==> config.mk <==
export PLATFORM = sky130hd
export DESIGN_NAME = byte_stream_frame_splitter_top_flat
export DESIGN_NICKNAME = d
export VERILOG_FILES = /design/src/design/fbs_pkg.sv /design/src/design/fbs_byte_if.sv /design/src/design/fbs_frame_if.sv /design/src/design/fbs_cfg_if.sv /design/src/design/byte_stream_frame_splitter_top.sv /design/src/design/fbs_store.sv /design/src/design/fbs_queue.sv /design/src/design/fbs_front.sv /design/src/design/fbs_back.sv /design/src/flat_wrapper.sv
export SDC_FILE = /design/constraint.sdc
export NUM_CORES = 1
export LEC_CHECK = 0
export BUFFER_PORTS_ARGS = -buffer_cell sky130_fd_sc_hd__buf_2
export CAP_MARGIN = 30
export CORE_MARGIN = 2
export CORE_UTILIZATION = 35
export DETAILED_ROUTE_END_ITERATION = 12
export GPL_TIMING_DRIVEN = 0
export PLACE_DENSITY = 0.6
export SLEW_MARGIN = 5
export SYNTH_ARGS = -nofsm -noshare
export SYNTH_HDL_FRONTEND = slang
export SYNTH_SLANG_ARGS = --single-unit
==> constraint.sdc <==
create_clock -name clk -period 22 [get_ports clk]
set_input_delay 4.4 -clock clk [delete_from_list [all_inputs] [get_ports clk]]
set_output_delay 4.4 -clock clk [all_outputs]
set_load 0.01 [all_outputs]
==> src/design/fbs_pkg.sv <==
// shared constants, register codes and helpers for the byte stream frame splitter
`timescale 1ns / 1ps

package fbs_pkg;

  // default sizing
  localparam int DEF_BUF_DEPTH = 64;
  localparam int DEF_MARK_MAX  = 8;
  localparam int CMDQ_DEPTH    = 4;

  // configuration port
  localparam int CFG_IDX_W  = 3;
  localparam int CFG_DATA_W = 64;

  typedef enum logic [CFG_IDX_W-1:0] {
    CFG_ENABLE     = 3'd0,
    CFG_FIXED_MODE = 3'd1,
    CFG_FRAME_LEN  = 3'd2,
    CFG_MARK_LEN   = 3'd3,
    CFG_MARK_BYTES = 3'd4,
    CFG_MAX_BUFFER = 3'd5
  } cfg_idx_t;

  // register reset values
  localparam logic [6:0] RST_FRAME_LEN  = 7'd1;
  localparam logic [6:0] RST_MAX_BUFFER = 7'd64;

  // width of one command word between front and back:
  // pass flag, pass byte, start slot, length
  function automatic int fbs_cmd_bits(input int depth);
    return 9 + $clog2(depth) + $clog2(depth + 1);
  endfunction

endpackage

==> src/design/fbs_byte_if.sv <==
// input channel carrying one received byte per word
`timescale 1ns / 1ps

interface fbs_byte_if;
  logic       valid;
  logic       ready;
  logic [7:0] data_byte;

  modport source (output valid, output data_byte, input ready);
  modport sink (input valid, input data_byte, output ready);
endinterface

==> src/design/fbs_frame_if.sv <==
// output channel carrying one frame byte per word
`timescale 1ns / 1ps

interface fbs_frame_if;
  logic       valid;
  logic       ready;
  logic [7:0] out_byte;
  logic       frame_end;

  modport source (output valid, output out_byte, output frame_end, input ready);
  modport sink (input valid, input out_byte, input frame_end, output ready);
endinterface

==> src/design/fbs_cfg_if.sv <==
// configuration write channel: register index and write data
`timescale 1ns / 1ps

interface fbs_cfg_if;
  logic        valid;
  logic        ready;
  logic [2:0]  index;
  logic [63:0] data;

  modport source (output valid, output index, output data, input ready);
  modport sink (input valid, input index, input data, output ready);
endinterface

==> src/design/byte_stream_frame_splitter_top.sv <==
// top level of the byte stream frame splitter
//
//   channel     dir  handshake      payload
//   bytes_ch    in   valid / ready  data_byte[7:0]
//   frames_ch   out  valid / ready  out_byte[7:0], frame_end
//   cfg_ch      in   valid / ready  index[2:0], data[63:0]
//
// a byte that ends no frame, or passes straight through, does not hold intake;
// a byte that completes frames holds intake until its frames are queued
// the back end sends 1 word per cycle, paced by the single store read port,
// when the queue holds commands and the output is not stalled
// rst is synchronous and clears all control state; the byte store is not cleared
// output stalls back up through a 4-entry command queue and slot occupancy
`timescale 1ns / 1ps

module byte_stream_frame_splitter_top #(
  parameter int BUF_DEPTH = fbs_pkg::DEF_BUF_DEPTH,
  parameter int MARK_MAX  = fbs_pkg::DEF_MARK_MAX
) (
  input  logic        clk,
  input  logic        rst,
  fbs_byte_if.sink    bytes_ch,
  fbs_frame_if.source frames_ch,
  fbs_cfg_if.sink     cfg_ch
);
  import fbs_pkg::*;

  localparam int AW    = $clog2(BUF_DEPTH);
  localparam int CMD_W = fbs_cmd_bits(BUF_DEPTH);

  logic             q_push;
  logic [CMD_W-1:0] q_wdata;
  logic             q_pop;
  logic [CMD_W-1:0] q_rdata;
  logic             q_full;
  logic             q_empty;
  logic             st_we;
  logic [AW-1:0]    st_addr;
  logic [7:0]       st_data;
  logic             rd_en;
  logic [AW-1:0]    rd_addr;
  logic [7:0]       rd_data;
  logic             slot_free;

  // intake and frame detection
  fbs_front #(
    .BUF_DEPTH (BUF_DEPTH),
    .MARK_MAX  (MARK_MAX)
  ) u_front (
    .clk       (clk),
    .rst       (rst),
    .bytes_ch  (bytes_ch),
    .cfg_ch    (cfg_ch),
    .q_push    (q_push),
    .q_wdata   (q_wdata),
    .q_full    (q_full),
    .st_we     (st_we),
    .st_addr   (st_addr),
    .st_data   (st_data),
    .slot_free (slot_free)
  );

  // command queue
  fbs_queue #(
    .W     (CMD_W),
    .DEPTH (CMDQ_DEPTH)
  ) u_queue (
    .clk   (clk),
    .rst   (rst),
    .push  (q_push),
    .wdata (q_wdata),
    .pop   (q_pop),
    .rdata (q_rdata),
    .full  (q_full),
    .empty (q_empty)
  );

  // byte store
  fbs_store #(
    .BUF_DEPTH (BUF_DEPTH)
  ) u_store (
    .clk     (clk),
    .wr_en   (st_we),
    .wr_addr (st_addr),
    .wr_data (st_data),
    .rd_en   (rd_en),
    .rd_addr (rd_addr),
    .rd_data (rd_data)
  );

  // frame output
  fbs_back #(
    .BUF_DEPTH (BUF_DEPTH)
  ) u_back (
    .clk       (clk),
    .rst       (rst),
    .q_empty   (q_empty),
    .q_rdata   (q_rdata),
    .q_pop     (q_pop),
    .rd_en     (rd_en),
    .rd_addr   (rd_addr),
    .rd_data   (rd_data),
    .slot_free (slot_free),
    .frames_ch (frames_ch)
  );

  // no push into a full queue
  a_no_push_full: assert property (@(posedge clk) disable iff (rst) !(q_push && q_full))
    else $error("command pushed into full queue");

  // no pop from an empty queue
  a_no_pop_empty: assert property (@(posedge clk) disable iff (rst) !(q_pop && q_empty))
    else $error("command popped from empty queue");

  // intake never overwrites a slot that is being read
  a_no_slot_clash: assert property (@(posedge clk) disable iff (rst)
      !(st_we && rd_en && (st_addr == rd_addr)))
    else $error("store write hit the slot being read");

endmodule

==> src/design/fbs_store.sv <==
// frame byte store: one write port, one registered read port
`timescale 1ns / 1ps

module fbs_store #(
  parameter int BUF_DEPTH = fbs_pkg::DEF_BUF_DEPTH
) (
  input  logic                         clk,
  input  logic                         wr_en,
  input  logic [$clog2(BUF_DEPTH)-1:0] wr_addr,
  input  logic [7:0]                   wr_data,
  input  logic                         rd_en,
  input  logic [$clog2(BUF_DEPTH)-1:0] rd_addr,
  output logic [7:0]                   rd_data
);
  import fbs_pkg::*;

  logic [7:0] mem [BUF_DEPTH];

  // write port
  always_ff @(posedge clk) begin
    if (wr_en) begin
      mem[wr_addr] <= wr_data;
    end
  end

  // read port, data held until the next read
  always_ff @(posedge clk) begin
    if (rd_en) begin
      rd_data <= mem[rd_addr];
    end
  end

endmodule

==> src/design/fbs_queue.sv <==
// short command queue between the front and the back
`timescale 1ns / 1ps

module fbs_queue #(
  parameter int W     = 8,
  parameter int DEPTH = fbs_pkg::CMDQ_DEPTH
) (
  input  logic         clk,
  input  logic         rst,
  input  logic         push,
  input  logic [W-1:0] wdata,
  input  logic         pop,
  output logic [W-1:0] rdata,
  output logic         full,
  output logic         empty
);
  import fbs_pkg::*;

  localparam int PW = $clog2(DEPTH);
  localparam int NW = $clog2(DEPTH + 1);

  logic [W-1:0]  slots [DEPTH];
  logic [PW-1:0] wp;
  logic [PW-1:0] rp;
  logic [NW-1:0] count;

  assign full  = (count == NW'(DEPTH));
  assign empty = (count == '0);
  assign rdata = slots[rp];

  // pointers and fill count
  always_ff @(posedge clk) begin
    if (rst) begin
      wp    <= '0;
      rp    <= '0;
      count <= '0;
    end else begin
      if (push) begin
        wp <= (wp == PW'(DEPTH - 1)) ? '0 : wp + 1'b1;
      end
      if (pop) begin
        rp <= (rp == PW'(DEPTH - 1)) ? '0 : rp + 1'b1;
      end
      if (push && !pop) begin
        count <= count + 1'b1;
      end else if (pop && !push) begin
        count <= count - 1'b1;
      end
    end
  end

  // slot storage
  always_ff @(posedge clk) begin
    if (push) begin
      slots[wp] <= wdata;
    end
  end

endmodule

==> src/design/fbs_front.sv <==
// front end: config registers, byte intake, overflow and frame detection
`timescale 1ns / 1ps

module fbs_front #(
  parameter int BUF_DEPTH = fbs_pkg::DEF_BUF_DEPTH,
  parameter int MARK_MAX  = fbs_pkg::DEF_MARK_MAX
) (
  input  logic                                        clk,
  input  logic                                        rst,
  fbs_byte_if.sink                                    bytes_ch,
  fbs_cfg_if.sink                                     cfg_ch,
  output logic                                        q_push,
  output logic [fbs_pkg::fbs_cmd_bits(BUF_DEPTH)-1:0] q_wdata,
  input  logic                                        q_full,
  output logic                                        st_we,
  output logic [$clog2(BUF_DEPTH)-1:0]                st_addr,
  output logic [7:0]                                  st_data,
  input  logic                                        slot_free
);
  import fbs_pkg::*;

  localparam int AW   = $clog2(BUF_DEPTH);
  localparam int CW   = $clog2(BUF_DEPTH + 1);
  localparam int CMPW = (CW > 7) ? CW : 7;
  localparam int HW   = CW + 1;

  typedef struct packed {
    logic          pass;
    logic [7:0]    data;
    logic [AW-1:0] start;
    logic [CW-1:0] len;
  } cmd_t;

  typedef enum logic {
    F_IDLE,
    F_EMIT
  } fstate_t;

  // configuration registers
  logic        enable;
  logic        fixed_mode;
  logic [6:0]  frame_len;
  logic [3:0]  mark_len;
  logic [63:0] mark_bytes;
  logic [6:0]  max_buffer;

  // buffer bookkeeping
  fstate_t         state;
  logic [CW-1:0]   fill;
  logic [AW-1:0]   head;
  logic [AW-1:0]   wp;
  logic [CW-1:0]   occ;
  logic [CMPW-1:0] emit_len;
  logic [7:0]      hist [MARK_MAX];

  logic [CMPW-1:0] limit;
  logic [CMPW-1:0] fill_ext;
  logic [CMPW-1:0] fill_new;
  logic [CMPW-1:0] frame_n;
  logic [3:0]      mark_m;
  logic            room;
  logic            need_slot;
  logic            accept;
  logic [7:0]      hist_new [MARK_MAX];
  logic [3:0]      pos;
  logic [7:0]      mark_sel;
  logic            tail_hit;
  logic            delim_hit;
  logic            do_write;
  logic            do_discard;
  logic [CW-1:0]   len_cw;
  logic [CW-1:0]   fill_rem;
  logic [HW-1:0]   head_sum;
  logic [AW-1:0]   head_next;
  logic [CW-1:0]   occ_next;
  cmd_t            cmd;

  // configuration writes, taken at any time
  assign cfg_ch.ready = 1'b1;

  always_ff @(posedge clk) begin
    if (rst) begin
      enable     <= 1'b0;
      fixed_mode <= 1'b0;
      frame_len  <= RST_FRAME_LEN;
      mark_len   <= '0;
      mark_bytes <= '0;
      max_buffer <= RST_MAX_BUFFER;
    end else if (cfg_ch.valid) begin
      unique case (cfg_idx_t'(cfg_ch.index))
        CFG_ENABLE:     enable     <= cfg_ch.data[0];
        CFG_FIXED_MODE: fixed_mode <= cfg_ch.data[0];
        CFG_FRAME_LEN:  frame_len  <= cfg_ch.data[6:0];
        CFG_MARK_LEN:   mark_len   <= cfg_ch.data[3:0];
        CFG_MARK_BYTES: mark_bytes <= cfg_ch.data;
        CFG_MAX_BUFFER: max_buffer <= cfg_ch.data[6:0];
        default: ;
      endcase
    end
  end

  // limits and intake decision
  always_comb begin
    limit     = (CMPW'(max_buffer) > CMPW'(BUF_DEPTH)) ? CMPW'(BUF_DEPTH)
                                                        : CMPW'(max_buffer);
    fill_ext  = CMPW'(fill);
    fill_new  = fill_ext + 1'b1;
    frame_n   = (frame_len == '0) ? CMPW'(1) : CMPW'(frame_len);
    mark_m    = (mark_len > 4'(MARK_MAX)) ? 4'(MARK_MAX) : mark_len;
    room      = (fill_ext < limit);
    need_slot = enable && room;
    bytes_ch.ready = (state == F_IDLE) && !q_full && (!need_slot || (occ < CW'(BUF_DEPTH)));
    accept     = bytes_ch.valid && bytes_ch.ready;
    do_write   = accept && need_slot;
    do_discard = accept && enable && !room;
  end

  // tail compare against the mark, newest byte included
  always_comb begin
    hist_new[0] = bytes_ch.data_byte;
    for (int i = 1; i < MARK_MAX; i++) begin
      hist_new[i] = hist[i-1];
    end
    tail_hit = 1'b1;
    pos      = '0;
    mark_sel = '0;
    for (int k = 0; k < MARK_MAX; k++) begin
      if (4'(k) < mark_m) begin
        pos      = 4'(mark_m - 4'(k) - 4'd1);
        mark_sel = 8'(mark_bytes >> {pos, 3'b000});
        if (hist_new[k] != mark_sel) begin
          tail_hit = 1'b0;
        end
      end
    end
    delim_hit = (mark_m == '0) || ((fill_new >= CMPW'(mark_m)) && tail_hit);
  end

  // frame emission, pass-through commands and head advance
  always_comb begin
    len_cw    = CW'(emit_len);
    fill_rem  = fill - len_cw;
    head_sum  = HW'(head) + HW'(len_cw);
    head_next = (head_sum >= HW'(BUF_DEPTH)) ? AW'(head_sum - HW'(BUF_DEPTH))
                                             : AW'(head_sum);
    cmd       = '0;
    q_push    = 1'b0;
    if (state == F_EMIT) begin
      cmd.start = head;
      cmd.len   = len_cw;
      q_push    = !q_full;
    end else if (accept && !enable) begin
      cmd.pass = 1'b1;
      cmd.data = bytes_ch.data_byte;
      cmd.len  = CW'(1);
      q_push   = 1'b1;
    end
    q_wdata = cmd;
  end

  // slot occupancy: buffered bytes plus bytes queued but not yet read
  always_comb begin
    occ_next = occ + CW'(do_write) - CW'(slot_free) - (do_discard ? fill : '0);
  end

  assign st_we   = do_write;
  assign st_addr = wp;
  assign st_data = bytes_ch.data_byte;

  // control state machine
  always_ff @(posedge clk) begin
    if (rst) begin
      state    <= F_IDLE;
      fill     <= '0;
      head     <= '0;
      wp       <= '0;
      occ      <= '0;
      emit_len <= '0;
    end else begin
      occ <= occ_next;
      unique case (state)
        F_IDLE: begin
          if (do_discard) begin
            fill <= '0;
            wp   <= head;
          end else if (do_write) begin
            fill <= CW'(fill_new);
            wp   <= (wp == AW'(BUF_DEPTH - 1)) ? '0 : wp + 1'b1;
            if (fixed_mode) begin
              if (fill_new >= frame_n) begin
                state    <= F_EMIT;
                emit_len <= frame_n;
              end
            end else if (delim_hit) begin
              state    <= F_EMIT;
              emit_len <= fill_new;
            end
          end
        end
        F_EMIT: begin
          if (!q_full) begin
            fill <= fill_rem;
            head <= head_next;
            if (CMPW'(fill_rem) < emit_len) begin
              state <= F_IDLE;
            end
          end
        end
        default: state <= F_IDLE;
      endcase
    end
  end

  // recent byte history for the mark compare
  always_ff @(posedge clk) begin
    if (do_write) begin
      for (int i = 0; i < MARK_MAX; i++) begin
        hist[i] <= hist_new[i];
      end
    end
  end

endmodule

==> src/design/fbs_back.sv <==
// back end: runs queued commands, reads frame bytes, drives the output word
`timescale 1ns / 1ps

module fbs_back #(
  parameter int BUF_DEPTH = fbs_pkg::DEF_BUF_DEPTH
) (
  input  logic                                        clk,
  input  logic                                        rst,
  input  logic                                        q_empty,
  input  logic [fbs_pkg::fbs_cmd_bits(BUF_DEPTH)-1:0] q_rdata,
  output logic                                        q_pop,
  output logic                                        rd_en,
  output logic [$clog2(BUF_DEPTH)-1:0]                rd_addr,
  input  logic [7:0]                                  rd_data,
  output logic                                        slot_free,
  fbs_frame_if.source                                 frames_ch
);
  import fbs_pkg::*;

  localparam int AW = $clog2(BUF_DEPTH);
  localparam int CW = $clog2(BUF_DEPTH + 1);

  typedef struct packed {
    logic          pass;
    logic [7:0]    data;
    logic [AW-1:0] start;
    logic [CW-1:0] len;
  } cmd_t;

  cmd_t          cmd;
  logic          active;
  logic [AW-1:0] rp;
  logic [CW-1:0] remain;

  // read stage
  logic       s1_valid;
  logic       s1_pass;
  logic [7:0] s1_byte;
  logic       s1_end;

  // output register
  logic       out_valid;
  logic [7:0] out_data;
  logic       out_last;

  logic          out_load;
  logic          s1_free;
  logic          take;
  logic [AW-1:0] rp_base;
  logic [AW-1:0] rp_inc;

  // issue control
  always_comb begin
    cmd       = cmd_t'(q_rdata);
    out_load  = !out_valid || frames_ch.ready;
    s1_free   = !s1_valid || out_load;
    take      = s1_free && !active && !q_empty;
    rd_en     = s1_free && (active || (take && !cmd.pass));
    rp_base   = active ? rp : cmd.start;
    rp_inc    = (rp_base == AW'(BUF_DEPTH - 1)) ? '0 : rp_base + 1'b1;
    rd_addr   = rp_base;
    q_pop     = take;
    slot_free = rd_en;
  end

  assign frames_ch.valid     = out_valid;
  assign frames_ch.out_byte  = out_data;
  assign frames_ch.frame_end = out_last;

  always_ff @(posedge clk) begin
    if (rst) begin
      active    <= 1'b0;
      s1_valid  <= 1'b0;
      out_valid <= 1'b0;
    end else begin
      // output word
      if (out_load) begin
        out_valid <= s1_valid;
        out_data  <= s1_pass ? s1_byte : rd_data;
        out_last  <= s1_end;
      end
      // read stage: continue a frame, or start the next command
      if (s1_free) begin
        if (active) begin
          s1_valid <= 1'b1;
          s1_pass  <= 1'b0;
          s1_end   <= (remain == CW'(1));
          rp       <= rp_inc;
          remain   <= remain - 1'b1;
          active   <= (remain != CW'(1));
        end else if (!q_empty) begin
          s1_valid <= 1'b1;
          s1_pass  <= cmd.pass;
          s1_byte  <= cmd.data;
          if (cmd.pass) begin
            s1_end <= 1'b1;
          end else begin
            s1_end <= (cmd.len == CW'(1));
            rp     <= rp_inc;
            remain <= cmd.len - 1'b1;
            active <= (cmd.len != CW'(1));
          end
        end else begin
          s1_valid <= 1'b0;
        end
      end
    end
  end

endmodule
==> src/flat_wrapper.sv <==
// flat-port wrapper written by rule: the top's interface ports become plain ports
module byte_stream_frame_splitter_top_flat import fbs_pkg::*;
#(
  parameter int BUF_DEPTH = fbs_pkg::DEF_BUF_DEPTH,
  parameter int MARK_MAX  = fbs_pkg::DEF_MARK_MAX
)
  (clk, rst, bytes_ch_valid, bytes_ch_data_byte, bytes_ch_ready, frames_ch_valid, frames_ch_out_byte, frames_ch_frame_end, frames_ch_ready, cfg_ch_valid, cfg_ch_index, cfg_ch_data, cfg_ch_ready);
  fbs_byte_if bytes_ch_i ();
  fbs_frame_if frames_ch_i ();
  fbs_cfg_if cfg_ch_i ();
  input  logic clk;
  input  logic rst;
  input wire logic [$bits(bytes_ch_i.valid)-1:0] bytes_ch_valid;
  input wire logic [$bits(bytes_ch_i.data_byte)-1:0] bytes_ch_data_byte;
  output wire logic [$bits(bytes_ch_i.ready)-1:0] bytes_ch_ready;
  output wire logic [$bits(frames_ch_i.valid)-1:0] frames_ch_valid;
  output wire logic [$bits(frames_ch_i.out_byte)-1:0] frames_ch_out_byte;
  output wire logic [$bits(frames_ch_i.frame_end)-1:0] frames_ch_frame_end;
  input wire logic [$bits(frames_ch_i.ready)-1:0] frames_ch_ready;
  input wire logic [$bits(cfg_ch_i.valid)-1:0] cfg_ch_valid;
  input wire logic [$bits(cfg_ch_i.index)-1:0] cfg_ch_index;
  input wire logic [$bits(cfg_ch_i.data)-1:0] cfg_ch_data;
  output wire logic [$bits(cfg_ch_i.ready)-1:0] cfg_ch_ready;
  assign bytes_ch_i.valid = bytes_ch_valid;
  assign bytes_ch_i.data_byte = bytes_ch_data_byte;
  assign bytes_ch_ready = bytes_ch_i.ready;
  assign frames_ch_valid = frames_ch_i.valid;
  assign frames_ch_out_byte = frames_ch_i.out_byte;
  assign frames_ch_frame_end = frames_ch_i.frame_end;
  assign frames_ch_i.ready = frames_ch_ready;
  assign cfg_ch_i.valid = cfg_ch_valid;
  assign cfg_ch_i.index = cfg_ch_index;
  assign cfg_ch_i.data = cfg_ch_data;
  assign cfg_ch_ready = cfg_ch_i.ready;
  byte_stream_frame_splitter_top #(.BUF_DEPTH(BUF_DEPTH), .MARK_MAX(MARK_MAX)) u_core (.clk(clk), .rst(rst), .bytes_ch(bytes_ch_i), .frames_ch(frames_ch_i), .cfg_ch(cfg_ch_i));
endmodule
Yosys cells after proc, flatten, opt, wreduce, memory -nomap -nowiden:

Memory sizes are Yosys's and may differ from the RTL's. A register that Yosys moved wholly into a read port is not among the register bits.
Cells that the tools add are included.

* memories: 3
* input bits: 80
* memory bits (writable): 664
* word-level logic and storage cells: 240
* flip-flop bits (word level): 160

* reductions and logical operators: 52
* multiplexer cells: 74
* order comparisons: 16
* eq/ne operators: 27
* bitwise operators: 6
* add/subtract/negate cells: 29
* shifts and indexed selects: 8

Memory list
* u_core.u_store.mem: depth 64, width 8, rd ports 1, clocked after Yosys merged registers in 1, write ports 1, line fbs_store.sv:17 `logic [7:0] mem [BUF_DEPTH];`
* u_core.u_queue.slots: depth 4, width 22, rd ports 1, clocked after Yosys merged registers in 1, write ports 1, line fbs_queue.sv:22 `logic [W-1:0] slots [DEPTH];`
* u_core.u_front.hist: depth 8, width 8, rd ports 7, clocked after Yosys merged registers in 0, write ports 8, line fbs_front.sv:54 `logic [7:0] hist [MARK_MAX];`

Operators with widths (count)
* $shr 64x7->8: 8
* $mux 7: 13
* $ne 8x8->1: 8
* $mux 6: 10
* $mux 1: 39
* $sub 4x1->4 const B: 8
* $reduce_and 2->1: 10
* $mux 9: 2
* $lt 3x4->1 const A: 4
* $sub 4x3->4 const B: 4
* $logic_and 1x1->1: 15
* $eq 7x1->1 const B: 2
* $lt 7x7->1: 2
* $ne 7x1->1 const B: 2
* $pmux 7 s2: 1
* $sub 7x1->7 const B: 2
* $sub 7x7->7: 2
* $add 6x1->6 const B: 2
* $eq 6x6->1 const B: 2
* $logic_not 1->1: 11
* $eq 3x3->1 const B: 3
* $add 6x7->8: 1
* $ge 8x7->1 const B: 1
* $lt 1x4->1 const A: 2
* 34 further kinds: 58

Logic depth before layout (Yosys ltp):

* depth in word-level cells: 28
* gate-level depth with buffers: 21
* depth with buffers taken out: 20

Hierarchy:

A second synthesis with hierarchy kept.

* cells, all modules: 2562
* area, all modules: 37562.3 sq um

By module, submodules not included
* fbs_store: cells an instance 940, area each 20246.9 sq um, sequential area each 15615.0 sq um, times used 1
* fbs_front: cells an instance 1321, area each 11901.4 sq um, sequential area each 4043.9 sq um, times used 1
* fbs_queue: cells an instance 158, area each 3618.5 sq um, sequential area each 2822.7 sq um, times used 1
* fbs_back: cells an instance 143, area each 1795.5 sq um, sequential area each 1021.0 sq um, times used 1

Least setup slack after synthesis:

OpenSTA, ideal clock, no wires.

* path kind: input port to flip-flop
* from: input bytes_ch_valid
* to: register u_core.u_front.occ[6]
* library setup time: 0.132 ns
* stages on the path: 12
* path slack: 10.964 ns
* data arrival time: 10.904 ns
* path through: nand3_1 > nor3_1 > fa_1 > fa_1 > ha_1 > a21o_1 > a21oi_1 > o21bai_1 > a21oi_1 > xnor2_1 > and3_1 > nor3_1

* cells in the longest elaborated chain, start to end: 5
* elaborated cells between the ends (all ways): 8
* those cells by class: add/sub: 3; mux: 1; reduce/logical: 4

RTL lines
* from (decl): line flat_wrapper.sv:13 `input wire logic [$bits(bytes_ch_i.valid)-1:0] bytes_ch_valid;`
* $logic_and 1x1->1: line fbs_front.sv:113 `accept = bytes_ch.valid && bytes_ch.ready;`
* $logic_and 1x1->1: line fbs_front.sv:114 `do_write = accept && need_slot;`
* named net u_core.st_we: line byte_stream_frame_splitter_top.sv:37 `logic st_we;`
* $add 7x1->7: line fbs_front.sv:163 `occ_next = occ + CW'(do_write) - CW'(slot_free) - (do_discard ? fill : '0);`
* $sub 7x1->7: line fbs_front.sv:163
* $sub 7x7->7: line fbs_front.sv:163
* to (signal assigned): line fbs_front.sv:180 `occ <= occ_next;`
* to (decl): line fbs_front.sv:52 `logic [CW-1:0] occ;`

The timed path passes the listed nets, and every way through them passes these cells.
A chain may end at the register's enable or synchronous reset.

Worst setup path in the final report:

* from: register u_core.u_front.fill[0]
* to: output bytes_ch_ready

* cells in the longest elaborated chain, start to end: 5

RTL lines
* from (decl): line fbs_front.sv:49 `logic [CW-1:0] fill;`
* from (signal assigned): line fbs_front.sv:187 `fill <= CW'(fill_new);`
* from (signal assigned): line fbs_front.sv:202 `fill <= fill_rem;`
* $lt 7x7->1: line fbs_front.sv:110 `room = (fill_ext < limit);`
* $logic_and 1x1->1: line fbs_front.sv:111 `need_slot = enable && room;`
* $logic_not 1->1: line fbs_front.sv:112 `bytes_ch.ready = (state == F_IDLE) && !q_full && (!need_slot || (occ < CW'(BUF_DEPTH)));`
* $logic_or 1x1->1: line fbs_front.sv:112
* $logic_and 1x1->1: line fbs_front.sv:112
* to (decl): line flat_wrapper.sv:15 `output wire logic [$bits(bytes_ch_i.ready)-1:0] bytes_ch_ready;`

Every way passes these cells.

==> flow_summary.json <==
{
  "status": "complete, no violations",
  "antenna_found_initial": 0,
  "die_w_um": 331,
  "layout-drive-gt1-share": 0.111,
  "drtIter0Drc": 2649,
  "period_share": 0.352,
  "portBuffers": 88,
  "ant_nets": 0,
  "h-tree-depth": 3,
  "slew_violations": 0,
  "nets": 3460,
  "io_pins": 92,
  "rows": 120,
  "cts_resized": 0,
  "final_cells": 4779,
  "fmax_ghz": 0.129,
  "avgRoutedWirePerCell_um": 22.4,
  "startpoint_type": "register",
  "wl_met3_um": 7460,
  "crit_buf_inv": 2,
  "finalWirelength_um": 107000,
  "grt_remaining_overflow": 0,
  "first_global_vias": 25200,
  "slew_headroom": 0.287,
  "dp.cells": 4614,
  "highest_layer": "met4",
  "rsz0062_at_grt": "no",
  "syn_area_per_cell_um2": 12.1,
  "wl_met2_um": 49500,
  "critPathKind": "register to primary output",
  "vias_per_cell": 5.41,
  "die_area_um2": 110000,
  "dpl.hpwl_um": 73900,
  "core_um2": 107000,
  "critical-path-top-delay-family": "compound AO/OA/AOI/OAI gates",
  "place.gp.congestion": 0.950,
  "synth-edff-count": 696,
  "synthFlopType": "edfxtp_1",
  "cp.required_ns": 17.60,
  "maxCapViolCount": 0,
  "synth_seq_area_share": 0.626,
  "drc_errors": 0,
  "first_pass_iters": 6,
  "hold_slack_ns": 0.425,
  "yosys_warnings": 0,
  "syn_nets": 3260,
  "grt_start_max_net_pins": 70,
  "async_reset_ff_frac": 0,
  "hold_viol_final": 0,
  "syn_area_um2": 37500,
  "critPathMaxFanout": 12,
  "critPathMaxStageDelay_ns": 0.70,
  "area_growth_pct": 14.4,
  "final_core_util": 0.402,
  "cts.clk_slew.worst_paths_ns": 0.06,
  "initial_core_util": 0.352,
  "grt_pass1_wl_um": 160000,
  "clk_latency_ns": 0.66,
  "power_density_nw_per_um2": 117,
  "vias": 25900,
  "groute.usage.overall": 0.191,
  "path_cells": "or3b_2 -> a21o_1 -> a21oi_1 -> o21ai_0 -> inv_1 -> a311oi_1 -> buf_2",
  "crit_slowest_cell": "o21ai_0",
  "cts.sinks": 826,
  "clockRootBuffer": "clkbuf_16",
  "arrival_ns": 3.35,
  "ir_drop_mv": 0.0624,
  "tightest_slew_ns": 1.07,
  "numCtsBuffers": 86,
  "wl_met1_um": 46000,
  "power.leakage_nw": 14.6,
  "endpoint_kind": "primary output",
  "hold_path.class": "register to register",
  "tns_ns": 0,
  "min_period_ns": 7.75,
  "cts_buffer_depth": 3,
  "syn_inst": 3102,
  "clock-skew-final_ns": 0.0297,
  "synthDistinctLibCells": 81,
  "report.final.setup_viol": 0,
  "synth_seq_cells": 826,
  "cts_tree": "built",
  "hold_buffers": 0,
  "die_y_um": 331,
  "cts_setup_buffers": 0
}
## stage by stage
step | setup WS (ns) | instance area (um2) | power, W
2_1_floorplan | 10.96 | 37500 | 0.00289
3_3_place_gp | 8.63 | 39700 | 0.00349
3_5_place_dp | 14.14 | 40000 | 0.00352
4_1_cts | 14.15 | 42900 | 0.00501
5_1_grt | 13.98 | 42900 | 0.00523
6_report | 14.25 | 42900 | 0.00500
## worst paths after layout
path	startpoint	endpoint	slack, ns	cells past startpoint
max	u_core.u_front.fill[0]$_SDFFE_PP0P_	bytes_ch_ready	14.25	7
min	u_core.u_back.s1_end$_DFFE_PP_	u_core.u_back.frames_ch.frame_end$_DFFE_PP_	0.42	0
min reg2reg	u_core.u_back.s1_end$_DFFE_PP_	u_core.u_back.frames_ch.frame_end$_DFFE_PP_	0.42	0
max reg2reg	u_core.u_front.mark_len[1]$_SDFFE_PP0P_	u_core.u_front.emit_len[5]$_SDFFE_PP0P_	15.26	17
## power by group
part           total (W)  switching [W]  internal (W)
registers        0.00182      0.0000339       0.00179
clock network    0.00149       0.000625      0.000867
logic            0.00169        0.00116      0.000524
## cell families after synthesis
logic type / after synthesis / synth area share
and+or+nand+nor: 1172 / 0.139
DFF: 826 / 0.626
AOI/OAI and AO/OA: 457 / 0.0799
buffers and inverters: 253 / 0.0265
muxes: 216 / 0.0783
xor gates and xnor gates: 99 / 0.0231
adders and majority gates: 78 / 0.0272
other: 1 / 0.0000999
## synthesized netlist by cell type, types with 27 or more instances
master / number / area share
a22oi_1: 29 / 0.0058
xnor2_1: 56 / 0.013
ha_1: 72 / 0.024
a311oi_1: 35 / 0.0082
nor2_1: 175 / 0.017
nor4_1: 33 / 0.0055
edfxtp_1: 696 / 0.56
a21oi_1: 194 / 0.026
mux2i_1: 131 / 0.035
inv_1: 56 / 0.0056
nand2_1: 586 / 0.059
nor3_1: 28 / 0.0037
o21ai_0: 27 / 0.0036
xor2_1: 43 / 0.010
mux4_2: 57 / 0.034
buf_1: 37 / 0.0037
nand3_1: 209 / 0.028
o221ai_1: 36 / 0.0084
dfxtp_1: 130 / 0.069
clkbuf_1: 133 / 0.013
a211oi_1: 31 / 0.0062
## cells in the final DEF, fill, tap and decap left out, types with 35 or more instances in the layout
cell type,n
inv_1,56
xor2_1,43
buf_2,98
nand2_1,586
edfxtp_1,696
nand3_1,209
dfxtp_1,130
mux4_2,57
xnor2_1,56
a21oi_1,194
ha_1,72
a311oi_1,35
buf_1,37
clkbuf_1,147
mux2i_1,131
nor2_1,175
clkbuf_16,88
o221ai_1,36
## worst reg2reg max path, cell delays in order, from the launching register on
cell and delay [ns]:
dfxtp_1 0.48, nand2b_1 0.08, buf_2 0.30, inv_2 0.25, clkbuf_1 0.54, buf_1 0.60, ha_1 0.25, clkbuf_1 0.39
xor2_1 0.71, o21ai_0 0.19, a211oi_1 0.35, xor2_1 0.21, nor4_1 0.72, a41oi_1 0.20, o41ai_1 0.55, o311a_1 0.26
o21ai_2 0.18, mux2_4 0.36
## flip-flops by register name (all words and copies together), names as in the netlist, 2 cells and up, named ones only
register and flops:
u_core.u_back.frames_ch.out_byte 8, u_core.u_back.remain 7, u_core.u_back.rp 6, u_core.u_back.s1_byte 8, u_core.u_front.emit_len 7, u_core.u_front.fill 7
u_core.u_front.frame_len 7, u_core.u_front.head 6, u_core.u_front.hist 56, u_core.u_front.mark_bytes 64, u_core.u_front.mark_len 4, u_core.u_front.max_buffer 7
u_core.u_front.occ 7, u_core.u_front.st_addr 6, u_core.u_queue.count 3, u_core.u_queue.rp 2, u_core.u_queue.slots 88, u_core.u_queue.wp 2
u_core.u_store.mem 512, u_core.u_store.rd_data 8
## area by class of cell
| type | instances | area, um2 |
|---|---|---|
| clock inverter | 53 | 604 |
| sequential | 826 | 23500 |
| timing repair buffer | 112 | 713 |
| clock buffer | 107 | 2300 |
| inverter | 62 | 233 |
| tap | 1403 | 1760 |
| multi-input combinational | 2023 | 13100 |
| antenna | 2 | 5.00 |
| buffer | 191 | 763 |
| fill | 10100 | 63800 |
## metal layers
layer | vias to the layer above | track usage
met5 | - | 0
met4 | 0 | 0.0785
met3 | 238 | 0.0291
met2 | 1060 | 0.305
met1 | 12700 | 0.260
li1 | 11900 | -
Note: power is estimated with default switching activity, not from simulation.
